## src/rtl/crcfd_pkg.sv

```systemverilog
// shared types, constants and the crc-32 byte step of the frame deframer
package crcfd_pkg;

    // header layout
    localparam int HDR_BYTES = 20;
    localparam int CRC_SPAN  = 16;
    localparam int FLAGS_AT  = 6;
    localparam int ID_AT     = 8;
    localparam int LEN_AT    = 12;

    // declared payload length width
    localparam int LENGTH_BITS = 24;
    localparam logic [31:0] LEN_MASK = 32'hFFFF_FFFF >> (32 - LENGTH_BITS);

    // header byte counter and store
    localparam int CNT_BITS = 5;

    // result queue
    localparam int QUEUE_DEPTH = 4;
    localparam int QPTR_BITS   = 2;
    localparam int QCNT_BITS   = 3;

    // crc-32, reflected
    localparam logic [31:0] CRC_POLY = 32'hEDB8_8320;
    localparam logic [31:0] CRC_INIT = 32'hFFFF_FFFF;

    // configuration register reset values
    localparam logic [31:0] MAGIC_RESET   = 32'h4652_4C59;
    localparam logic [7:0]  VERSION_RESET = 8'd1;
    localparam logic [63:0] TYPES_RESET   = 64'h0000_0000_03FF_FFFF;
    localparam logic [LENGTH_BITS-1:0] MAXLEN_RESET = LENGTH_BITS'(8388608);

    // configuration register indexes
    typedef enum logic [1:0] {
        REG_MAGIC   = 2'd0,
        REG_VERSION = 2'd1,
        REG_TYPES   = 2'd2,
        REG_MAXLEN  = 2'd3
    } reg_index_t;

    // result kinds
    typedef enum logic [1:0] {
        KIND_PAYLOAD = 2'd0,
        KIND_EMPTY   = 2'd1,
        KIND_ERROR   = 2'd2
    } kind_t;

    // parser phases
    typedef enum logic [2:0] {
        PH_HEADER  = 3'b001,
        PH_PAYLOAD = 3'b010,
        PH_ERROR   = 3'b100
    } phase_t;

    // one result beat
    typedef struct packed {
        kind_t                  kind;
        logic [7:0]             payload_byte;
        logic [7:0]             frame_type;
        logic [31:0]            request_id;
        logic [LENGTH_BITS-1:0] frame_length;
        logic                   last_of_frame;
    } result_t;

    // front to queue handoff
    typedef struct packed {
        logic    valid;
        result_t res;
    } push_t;

    // one byte of the crc update
    function automatic logic [31:0] crc_byte(input logic [31:0] c, input logic [7:0] b);
        logic [31:0] r;
        r = c ^ {24'd0, b};
        for (int k = 0; k < 8; k++) begin
            r = r[0] ? ((r >> 1) ^ CRC_POLY) : (r >> 1);
        end
        return r;
    endfunction

endpackage

```

## src/rtl/crcfd_ifs.sv

```systemverilog
// input and result channel interfaces of the frame deframer
interface crcfd_in_if;
    logic       valid;
    logic       ready;
    logic       action;
    logic [7:0] data_byte;

    modport source (output valid, output action, output data_byte, input ready);
    modport sink (input valid, input action, input data_byte, output ready);
endinterface

interface crcfd_out_if;
    logic                             valid;
    logic                             ready;
    logic [1:0]                       kind;
    logic [7:0]                       payload_byte;
    logic [7:0]                       frame_type;
    logic [31:0]                      request_id;
    logic [crcfd_pkg::LENGTH_BITS-1:0] frame_length;
    logic                             last_of_frame;

    modport source (output valid, output kind, output payload_byte, output frame_type,
                    output request_id, output frame_length, output last_of_frame,
                    input ready);
    modport sink (input valid, input kind, input payload_byte, input frame_type,
                  input request_id, input frame_length, input last_of_frame,
                  output ready);
endinterface

```

## src/rtl/crcfd_front.sv

```systemverilog
// front part: accepts beats, collects and checks the header, classifies results
module crcfd_front (
    input  logic                clk,
    input  logic                rst_n,
    crcfd_in_if.sink            rx,
    input  logic                cfg_we,
    input  logic [1:0]          cfg_index,
    input  logic [63:0]         cfg_data,
    input  logic                space,
    output crcfd_pkg::push_t    push
);

    localparam int LB = crcfd_pkg::LENGTH_BITS;

    // configuration registers
    logic [31:0]   magic_reg;
    logic [7:0]    version_reg;
    logic [63:0]   types_reg;
    logic [LB-1:0] maxlen_reg;

    // parse state
    crcfd_pkg::phase_t                  phase_reg, phase_next;
    logic [crcfd_pkg::CNT_BITS-1:0]     cnt_reg, cnt_next;
    logic [31:0]                        crc_reg, crc_next;
    logic [7:0]                         type_reg, type_next;
    logic [31:0]                        id_reg, id_next;
    logic [LB-1:0]                      len_reg, len_next;
    logic [LB-1:0]                      left_reg, left_next;

    // header bytes 0..18, the last one is taken straight from the beat
    logic [7:0] hdr_reg [0:crcfd_pkg::HDR_BYTES-2];

    logic        fire;
    logic [7:0]  b;
    logic [31:0] h_magic, h_id, h_len, h_crc;
    logic [15:0] h_flags;
    logic [7:0]  h_type;
    logic        hdr_ok;
    logic        last;

    assign rx.ready = space;
    assign fire     = rx.valid && space;
    assign b        = rx.data_byte;

    // configuration writes
    always_ff @(posedge clk or negedge rst_n) begin
        if (!rst_n) begin
            magic_reg   <= crcfd_pkg::MAGIC_RESET;
            version_reg <= crcfd_pkg::VERSION_RESET;
            types_reg   <= crcfd_pkg::TYPES_RESET;
            maxlen_reg  <= crcfd_pkg::MAXLEN_RESET;
        end
        else if (cfg_we) begin
            case (crcfd_pkg::reg_index_t'(cfg_index))
                crcfd_pkg::REG_MAGIC:   magic_reg   <= cfg_data[31:0];
                crcfd_pkg::REG_VERSION: version_reg <= cfg_data[7:0];
                crcfd_pkg::REG_TYPES:   types_reg   <= cfg_data;
                crcfd_pkg::REG_MAXLEN:  maxlen_reg  <= cfg_data[LB-1:0];
                default: ;
            endcase
        end
    end

    // header store, written at the byte counter
    always_ff @(posedge clk) begin
        if (fire && !rx.action && (phase_reg == crcfd_pkg::PH_HEADER)
            && (cnt_reg != crcfd_pkg::CNT_BITS'(crcfd_pkg::HDR_BYTES - 1))) begin
            hdr_reg[cnt_reg] <= b;
        end
    end

    // header fields
    assign h_magic = {hdr_reg[0], hdr_reg[1], hdr_reg[2], hdr_reg[3]};
    assign h_type  = hdr_reg[5];
    assign h_flags = {hdr_reg[crcfd_pkg::FLAGS_AT], hdr_reg[crcfd_pkg::FLAGS_AT + 1]};
    assign h_id    = {hdr_reg[crcfd_pkg::ID_AT], hdr_reg[crcfd_pkg::ID_AT + 1],
                      hdr_reg[crcfd_pkg::ID_AT + 2], hdr_reg[crcfd_pkg::ID_AT + 3]};
    assign h_len   = {hdr_reg[crcfd_pkg::LEN_AT], hdr_reg[crcfd_pkg::LEN_AT + 1],
                      hdr_reg[crcfd_pkg::LEN_AT + 2], hdr_reg[crcfd_pkg::LEN_AT + 3]};
    assign h_crc   = {hdr_reg[crcfd_pkg::CRC_SPAN], hdr_reg[crcfd_pkg::CRC_SPAN + 1],
                      hdr_reg[crcfd_pkg::CRC_SPAN + 2], b};

    // header checks at the last header byte
    always_comb begin
        hdr_ok = 1'b1;
        if (h_magic != magic_reg) hdr_ok = 1'b0;
        if (hdr_reg[4] != version_reg) hdr_ok = 1'b0;
        if (h_flags != 16'd0) hdr_ok = 1'b0;
        if (h_id == 32'd0) hdr_ok = 1'b0;
        if (h_type[7:6] != 2'd0 || !types_reg[h_type[5:0]]) hdr_ok = 1'b0;
        if (h_len > 32'(maxlen_reg) || h_len > crcfd_pkg::LEN_MASK) hdr_ok = 1'b0;
        if (h_crc != ~crc_reg) hdr_ok = 1'b0;
    end

    // parser next state and result classification
    always_comb begin
        phase_next = phase_reg;
        cnt_next   = cnt_reg;
        crc_next   = crc_reg;
        type_next  = type_reg;
        id_next    = id_reg;
        len_next   = len_reg;
        left_next  = left_reg;
        push       = '0;
        last       = 1'b0;

        if (fire) begin
            if (rx.action) begin
                // restart drops any partial frame
                phase_next = crcfd_pkg::PH_HEADER;
                cnt_next   = '0;
                crc_next   = crcfd_pkg::CRC_INIT;
                type_next  = '0;
                id_next    = '0;
                len_next   = '0;
                left_next  = '0;
            end
            else begin
                case (phase_reg)
                    crcfd_pkg::PH_HEADER: begin
                        if (cnt_reg < crcfd_pkg::CNT_BITS'(crcfd_pkg::CRC_SPAN)) begin
                            crc_next = crcfd_pkg::crc_byte(crc_reg, b);
                        end
                        if (cnt_reg == crcfd_pkg::CNT_BITS'(crcfd_pkg::HDR_BYTES - 1)) begin
                            cnt_next = '0;
                            if (!hdr_ok) begin
                                phase_next       = crcfd_pkg::PH_ERROR;
                                push.valid       = 1'b1;
                                push.res.kind    = crcfd_pkg::KIND_ERROR;
                            end
                            else if (h_len[LB-1:0] == '0) begin
                                // empty frame completes at once
                                push.valid              = 1'b1;
                                push.res.kind           = crcfd_pkg::KIND_EMPTY;
                                push.res.frame_type     = h_type;
                                push.res.request_id     = h_id;
                                push.res.last_of_frame  = 1'b1;
                                crc_next                = crcfd_pkg::CRC_INIT;
                                type_next               = '0;
                                id_next                 = '0;
                                len_next                = '0;
                                left_next               = '0;
                            end
                            else begin
                                phase_next = crcfd_pkg::PH_PAYLOAD;
                                type_next  = h_type;
                                id_next    = h_id;
                                len_next   = h_len[LB-1:0];
                                left_next  = h_len[LB-1:0];
                            end
                        end
                        else begin
                            cnt_next = cnt_reg + 1'b1;
                        end
                    end
                    crcfd_pkg::PH_PAYLOAD: begin
                        if (left_reg == '0) begin
                            phase_next = crcfd_pkg::PH_HEADER;
                            cnt_next   = '0;
                            crc_next   = crcfd_pkg::CRC_INIT;
                            type_next  = '0;
                            id_next    = '0;
                            len_next   = '0;
                        end
                        else begin
                            last                   = (left_reg == LB'(1));
                            left_next              = left_reg - 1'b1;
                            push.valid             = 1'b1;
                            push.res.kind          = crcfd_pkg::KIND_PAYLOAD;
                            push.res.payload_byte  = b;
                            push.res.frame_type    = type_reg;
                            push.res.request_id    = id_reg;
                            push.res.frame_length  = len_reg;
                            push.res.last_of_frame = last;
                            if (last) begin
                                phase_next = crcfd_pkg::PH_HEADER;
                                cnt_next   = '0;
                                crc_next   = crcfd_pkg::CRC_INIT;
                                type_next  = '0;
                                id_next    = '0;
                                len_next   = '0;
                            end
                        end
                    end
                    default: ;
                endcase
            end
        end
    end

    // parse state registers
    always_ff @(posedge clk or negedge rst_n) begin
        if (!rst_n) begin
            phase_reg <= crcfd_pkg::PH_HEADER;
            cnt_reg   <= '0;
            crc_reg   <= crcfd_pkg::CRC_INIT;
            type_reg  <= '0;
            id_reg    <= '0;
            len_reg   <= '0;
            left_reg  <= '0;
        end
        else begin
            phase_reg <= phase_next;
            cnt_reg   <= cnt_next;
            crc_reg   <= crc_next;
            type_reg  <= type_next;
            id_reg    <= id_next;
            len_reg   <= len_next;
            left_reg  <= left_next;
        end
    end

endmodule

```

## src/rtl/crcfd_queue.sv

```systemverilog
// back part: result queue that decouples the parser from the receiver
module crcfd_queue (
    input  logic             clk,
    input  logic             rst_n,
    input  crcfd_pkg::push_t push,
    output logic             space,
    crcfd_out_if.source      tx
);

    localparam int QD = crcfd_pkg::QUEUE_DEPTH;
    localparam int PB = crcfd_pkg::QPTR_BITS;
    localparam int CB = crcfd_pkg::QCNT_BITS;

    crcfd_pkg::result_t mem_reg [0:QD-1];
    logic [PB-1:0] wr_reg, wr_next;
    logic [PB-1:0] rd_reg, rd_next;
    logic [CB-1:0] cnt_reg, cnt_next;
    logic          pop;
    crcfd_pkg::result_t head;

    assign space = (cnt_reg != CB'(QD));
    assign pop   = tx.valid && tx.ready;

    // pointer and fill count update
    always_comb begin
        wr_next  = wr_reg;
        rd_next  = rd_reg;
        cnt_next = cnt_reg;
        if (push.valid) begin
            wr_next = wr_reg + 1'b1;
        end
        if (pop) begin
            rd_next = rd_reg + 1'b1;
        end
        case ({push.valid, pop})
            2'b10:   cnt_next = cnt_reg + 1'b1;
            2'b01:   cnt_next = cnt_reg - 1'b1;
            default: ;
        endcase
    end

    always_ff @(posedge clk or negedge rst_n) begin
        if (!rst_n) begin
            wr_reg  <= '0;
            rd_reg  <= '0;
            cnt_reg <= '0;
        end
        else begin
            wr_reg  <= wr_next;
            rd_reg  <= rd_next;
            cnt_reg <= cnt_next;
        end
    end

    // entry storage
    always_ff @(posedge clk) begin
        if (push.valid) begin
            mem_reg[wr_reg] <= push.res;
        end
    end

    // head entry drives the result channel
    assign head             = mem_reg[rd_reg];
    assign tx.valid         = (cnt_reg != '0);
    assign tx.kind          = head.kind;
    assign tx.payload_byte  = head.payload_byte;
    assign tx.frame_type    = head.frame_type;
    assign tx.request_id    = head.request_id;
    assign tx.frame_length  = head.frame_length;
    assign tx.last_of_frame = head.last_of_frame;

endmodule

```

## src/rtl/crc_checked_frame_deframer.sv

```systemverilog
// top level of the crc checked frame deframer
//
// rx carries one beat per stream byte (action 0) or a parser restart
// (action 1). each frame opens with a 20-byte big-endian header whose
// crc-32 over bytes 0-15 sits in bytes 16-19; after the 20th byte the
// header is checked against the configuration registers.
// tx carries results: one beat per payload byte, one empty-frame beat for
// a zero-length frame, or one error beat after which bytes are dropped
// until a restart.
// a result is pushed to the queue when its rx beat is accepted and reaches
// tx behind older results; rx takes one beat every cycle while the queue
// has space. a 4-entry result queue sits between parser and tx: when the
// receiver stalls the queue fills and rx.ready drops only once it is full.
// reset restores the register defaults, puts the parser at the start of a
// header and empties the queue. configuration writes (cfg_we, cfg_index,
// cfg_data) take effect at once and are meant for an idle block.
module crc_checked_frame_deframer (
    input  logic        clk,
    input  logic        rst_n,
    crcfd_in_if.sink    rx,
    crcfd_out_if.source tx,
    input  logic        cfg_we,
    input  logic [1:0]  cfg_index,
    input  logic [63:0] cfg_data
);

    crcfd_pkg::push_t push;
    logic             space;

    // parser and classifier
    crcfd_front u_front (
        .clk       (clk),
        .rst_n     (rst_n),
        .rx        (rx),
        .cfg_we    (cfg_we),
        .cfg_index (cfg_index),
        .cfg_data  (cfg_data),
        .space     (space),
        .push      (push)
    );

    // result queue and output
    crcfd_queue u_queue (
        .clk   (clk),
        .rst_n (rst_n),
        .push  (push),
        .space (space),
        .tx    (tx)
    );

endmodule

```

## src/flat_wrapper.sv

```systemverilog
// flat-port wrapper written by rule: the top's interface ports become plain ports
module crc_checked_frame_deframer_flat 
  (clk, rst_n, cfg_we, cfg_index, cfg_data, rx_valid, rx_action, rx_data_byte, rx_ready, tx_valid, tx_kind, tx_payload_byte, tx_frame_type, tx_request_id, tx_frame_length, tx_last_of_frame, tx_ready);
  crcfd_in_if rx_i ();
  crcfd_out_if tx_i ();
  input  logic clk;
  input  logic rst_n;
  input  logic cfg_we;
  input  logic [1:0] cfg_index;
  input  logic [63:0] cfg_data;
  input wire logic [$bits(rx_i.valid)-1:0] rx_valid;
  input wire logic [$bits(rx_i.action)-1:0] rx_action;
  input wire logic [$bits(rx_i.data_byte)-1:0] rx_data_byte;
  output wire logic [$bits(rx_i.ready)-1:0] rx_ready;
  output wire logic [$bits(tx_i.valid)-1:0] tx_valid;
  output wire logic [$bits(tx_i.kind)-1:0] tx_kind;
  output wire logic [$bits(tx_i.payload_byte)-1:0] tx_payload_byte;
  output wire logic [$bits(tx_i.frame_type)-1:0] tx_frame_type;
  output wire logic [$bits(tx_i.request_id)-1:0] tx_request_id;
  output wire logic [$bits(tx_i.frame_length)-1:0] tx_frame_length;
  output wire logic [$bits(tx_i.last_of_frame)-1:0] tx_last_of_frame;
  input wire logic [$bits(tx_i.ready)-1:0] tx_ready;
  assign rx_i.valid = rx_valid;
  assign rx_i.action = rx_action;
  assign rx_i.data_byte = rx_data_byte;
  assign rx_ready = rx_i.ready;
  assign tx_valid = tx_i.valid;
  assign tx_kind = tx_i.kind;
  assign tx_payload_byte = tx_i.payload_byte;
  assign tx_frame_type = tx_i.frame_type;
  assign tx_request_id = tx_i.request_id;
  assign tx_frame_length = tx_i.frame_length;
  assign tx_last_of_frame = tx_i.last_of_frame;
  assign tx_i.ready = tx_ready;
  crc_checked_frame_deframer u_core (.clk(clk), .rst_n(rst_n), .rx(rx_i), .tx(tx_i), .cfg_we(cfg_we), .cfg_index(cfg_index), .cfg_data(cfg_data));
endmodule
```

## config.mk

```make
export PLATFORM = sky130hd
export DESIGN_NAME = crc_checked_frame_deframer_flat
export DESIGN_NICKNAME = d
export VERILOG_FILES = /design/src/rtl/crcfd_pkg.sv /design/src/rtl/crcfd_ifs.sv /design/src/rtl/crcfd_front.sv /design/src/rtl/crcfd_queue.sv /design/src/rtl/crc_checked_frame_deframer.sv /design/src/flat_wrapper.sv
export SDC_FILE = /design/constraint.sdc
export NUM_CORES = 1
export LEC_CHECK = 0
export ABC_CLOCK_PERIOD_IN_PS = 14100
export BUFFER_PORTS_ARGS = -buffer_cell sky130_fd_sc_hd__buf_2
export CAP_MARGIN = 20
export CELL_PAD_IN_SITES_DETAIL_PLACEMENT = 1
export CELL_PAD_IN_SITES_GLOBAL_PLACEMENT = 1
export CORE_ASPECT_RATIO = 0.75
export CORE_MARGIN = 2
export CORE_UTILIZATION = 35
export CTS_BUF_LIST = sky130_fd_sc_hd__clkbuf_8
export CTS_CLUSTER_SIZE = 10
export DETAILED_ROUTE_END_ITERATION = 10
export GPL_TIMING_DRIVEN = 0
export PLACE_DENSITY_LB_ADDON = 0.1
export SYNTH_ARGS = -nofsm -noshare
export SYNTH_HDL_FRONTEND = slang
export SYNTH_SLANG_ARGS = --single-unit
```

## constraint.sdc

```tcl
create_clock -name clk -period 14.1 [get_ports clk]
set_input_delay 2.115 -clock clk [delete_from_list [all_inputs] [get_ports clk]]
set_output_delay 2.115 -clock clk [all_outputs]
set_load 0.05 [all_outputs]
```

==> results by stage <==
STA:
- The time the worst path needs with I/O delays and setup is 6.19 ns.
- Setup violations remaining at the end of the flow were counted as 0.
- The fmax is 0.161 GHz.
- Setup repair after global routing left no endpoint under its margin.
- The number of hold violations in the final report is 0.
- After routing, the total negative slack on setup checks comes to 0 ns.
- In this run the tightest slew margin relative to its limit is 24.6%.
- The transition time at the pin with the least slew margin is 1.12 ns.
- After layout, the worst path uses 43.9% of the clock period.
- The clock tree skew after final layout is 0.0387 ns.
- The number of pins with negative max-slew slack in the final report is 0.

Global route:
- The total global routing overflow is 0.
- The total track usage is 20.5%.
- The initial antenna violation count is 8.
- The number of global-route vias before repair is 20300.
- The first global-routing pass estimated 137 mm of wire.
- The pin count of the biggest net entering global routing is 121.

CTS:
- Clock-pin slew was measured on the worst setup and hold paths at 0.06 ns.
- The clock insertion delay at the later pin of the skew report is 0.77 ns.
- After clock tree synthesis, the repair step resized 0 gates.
- The number of hold buffers added after CTS was 0.
- The CTS tree is done.
- The tree is rooted in a sky130_fd_sc_hd__clkbuf_8.
- TritonCTS created 115 clock buffers.
- The clock drives 715 sinks.
- The setup fix buffers added after clock tree synthesis is 0.
- The depth of the CTS H-tree is 3.
- The deepest clock path buffer count is 3.

Logic synthesis:
- The cell accounting for the most synthesized area is sky130_fd_sc_hd__edfxtp_1.
- The cell area after technology mapping is 0.0308 mm^2.
- The average instance in the mapped netlist occupies 15.2 um^2.
- Sorting the synthesized cells by area gives the leading types as sky130_fd_sc_hd__edfxtp_1 (44%), sky130_fd_sc_hd__dfrtp_1 (15%), sky130_fd_sc_hd__mux4_2 (6.6%), sky130_fd_sc_hd__dfstp_2 (6.3%), sky130_fd_sc_hd__mux2_2 (4.7%).
- After synthesis, the netlist uses 65 different library cells.
- The net count after synthesis is 2148.
- For this run, the leading register cell type out of synthesis is sky130_fd_sc_hd__edfxtp_1.
- For this run, the register share of the synthesized area comes to 65.7%.
- During synthesis, Yosys emitted a total of 0 warnings.
- The fraction of registers with async set/reset is 36.8%.
- The area fraction of the dominant cell type after synthesis is 44.0%.
- The count of flip-flops with a built-in enable after synthesis is 452.
- The synthesized instance count is 2029.
- Synthesis inferred 715 register bits.

Power:
- The highest ir drop seen on vdd is 82.6 uV.
- The power density normalized to cell area is 157 mW/mm^2.
- The internal power is 3.88 mW.
- Combinational logic is responsible for 21.6% of the overall power.
- The static leakage is 12.2 nW.
- Sequential cells account for 47.3% of the total power.
- The part of the power in the clock network is 31.1%.
- The net load switching power is 1.69 mW.
- Net switching is 30.3% of the power.

Place:
- Routability-driven placement finished with a final weighted congestion of 0.887.
- In this run the tool buffered the top-level ports with 156 buffer cells.
- The total half-perimeter wirelength after legalization and detailed placement is 63.8 mm.
- The instance area after placement is 0.0333 mm^2.

Floorplan:
- The initialized floorplan defines 94 standard-cell rows.
- The boundary pin count is 157.
- The die covers 0.0905 mm^2.
- The initial standard-cell utilization of the core is 35.2%.
- The floorplan step set the die width to 347 um.
- After floorplanning, the core was sized to cover 0.0875 mm^2.
- The die height is 261 um.

Run status:
- The run finished with clean final reports.

Critical path:
- The type of origin of the critical path is a primary input.
- The highest net fanout along the worst path is 21.
- STA puts the critical path data arrival time at 6.86 ns.
- The critical path class is in2reg.
- The endpoint class of the critical path is a flip-flop.
- The required time at the worst-slack endpoint is 14.77 ns.

Finish:
- The library cell used most frequently in the layout, excluding fill and tap cells, is sky130_fd_sc_hd__edfxtp_1.
- The synthesis-to-finish area growth is 15.3%.
- The share of final-layout standard cells stronger than drive strength 1 is 27.8%.
- After routing the design area is 0.0355 mm^2.
- The number of flip-flops in the largest register is 300.
- In the final layout, the multi-input gates occupy 0.00995 mm^2.
- The number of nets in the final layout is 2435.
- The top cell types in the final layout, fill and taps aside, are sky130_fd_sc_hd__edfxtp_1 (452), sky130_fd_sc_hd__dfrtp_1 (189), sky130_fd_sc_hd__buf_2 (171).
- The flip-flop and latch area is 0.0202 mm^2.
- After filler insertion, the fill cell instance count of the layout stands at 8999.

Routing:
- The iteration-0 DRC count of the detailed router is 1354.
- Once detail routing completed, the nets flagged for antenna violations numbered 0.
- The total wire length after detailed routing is 92.4 mm.
- The total vias in the final route is 19100.
- The total DRC errors in the routed layout is 0.
- Dividing the detail-routed via count by the number of cells gives 5.35.
- The average wire per standard cell is 25.9 um.
- The number of iterations in the first detailed-routing pass is 5.

Min path:
- The path class of the tightest hold or removal check is reg2reg.

Job:
- The tool flagged a number of max-cap violations equal to 0.
[final timing paths]
kind	slack (ns)	start	cells past startpoint	endpoint
setup / recovery	7.91	rx_data_byte[5]	13	u_core.u_front.crc_reg[29]
hold / removal	0.48	u_core.u_front.type_reg[7]	1	u_core.u_front.type_reg[7]
setup reg to reg	8.97	u_core.u_front.hdr_reg[5][1]	11	u_core.u_queue.mem_reg[0][61]
hold reg to reg	0.48	u_core.u_front.type_reg[7]	1	u_core.u_front.type_reg[7]
max in group asynchronous	11.86	rst_n	2	u_core.u_front.types_reg[52]
min in group asynchronous	1.27	rst_n	1	u_core.u_front.version_reg[7]
[kinds of logic after synthesis]
logic type	Yosys count	share of synthesized area, %
adders and majority gates	39	1.61
DFF	715	65.7
muxes	223	11.5
AOI/OAI and AO/OA	264	6.90
buffers and inverters	159	2.07
xor gates and xnor gates	128	3.69
and+or+nand+nor	501	8.58
[metal layers]
layer / GRT usage, % / part of all wire [%] / vias up / wire length (um)
li1: - / - / 8443 / -
met1: 31.2 / 50 / 10100 / 46000
met2: 30.9 / 44 / 449 / 40700
met3: 3.48 / 4.6 / 116 / 4230
met4: 4.41 / 1.7 / 2 / 1550
met5: 0 / 0.017 / - / 16
[cells in the mapped netlist, drive strengths merged (46+ instances only)]
| cell | instances |
|---|---|
| xnor2 | 79 |
| dfrtp | 189 |
| nor2 | 59 |
| o2bb2ai | 82 |
| a21oi | 70 |
| xor2 | 49 |
| mux4 | 91 |
| nand2 | 105 |
| edfxtp | 452 |
| dfstp | 74 |
| nand3 | 87 |
| mux2 | 129 |
| nand4 | 69 |
| clkbuf | 84 |
| inv | 46 |
[power by group through the flow]
stage / registers [mW] / logic, mW / clock network, mW
detailed placement: 2.66 / 1.20 / 0
floorplan: 2.60 / 0.898 / 0
finish: 2.63 / 1.20 / 1.73
global route: 2.66 / 1.32 / 1.87
CTS: 2.63 / 1.21 / 1.79
global placement: 2.66 / 1.18 / 0
[layout make-up]
class / instances / share of cell area, %
well taps: 1152 / 4.06
plain buffers: 113 / 1.31
repair buffers: 170 / 2.94
diodes: 5 / 0.0352
clock buffers: 130 / 5.03
flip-flops and latches: 715 / 57.0
multi-input cells: 1155 / 28.0
inverters: 46 / 0.486
clock inverters: 84 / 1.17
[per-stage QoR]
| step | cells | power, mW | worst slack [ns] | hold WS (ns) | utilization, % |
|---|---|---|---|---|---|
| after floorplan | 2029 | 3.50 | 8.00 | 0.444 | - |
| after global routing | 3570 | 5.84 | 7.65 | 0.498 | 40.6 |
| after CTS | 3560 | 5.63 | 7.73 | 0.482 | 40.5 |
| final | 3570 | 5.56 | 7.91 | 0.478 | 40.6 |
| after detailed placement | 3346 | 3.87 | 7.14 | 0.464 | 38.0 |
| after global placement | 3337 | 3.84 | 4.79 | 0.464 | 37.8 |
[critical path: stages]
cell,delay [ns]
sky130_fd_sc_hd__buf_2,0.65
sky130_fd_sc_hd__xnor2_1,0.52
sky130_fd_sc_hd__inv_1,0.22
sky130_fd_sc_hd__ha_1,0.28
sky130_fd_sc_hd__nor4b_1,0.27
sky130_fd_sc_hd__nand4_1,0.17
sky130_fd_sc_hd__or4_1,0.58
sky130_fd_sc_hd__or4_1,0.44
sky130_fd_sc_hd__nor4_2,0.38
sky130_fd_sc_hd__nand4_1,0.19
sky130_fd_sc_hd__a41oi_2,0.59
sky130_fd_sc_hd__buf_6,0.27
sky130_fd_sc_hd__a2bb2oi_2,0.16
No activity file was read; power rests on OpenSTA's default activity.
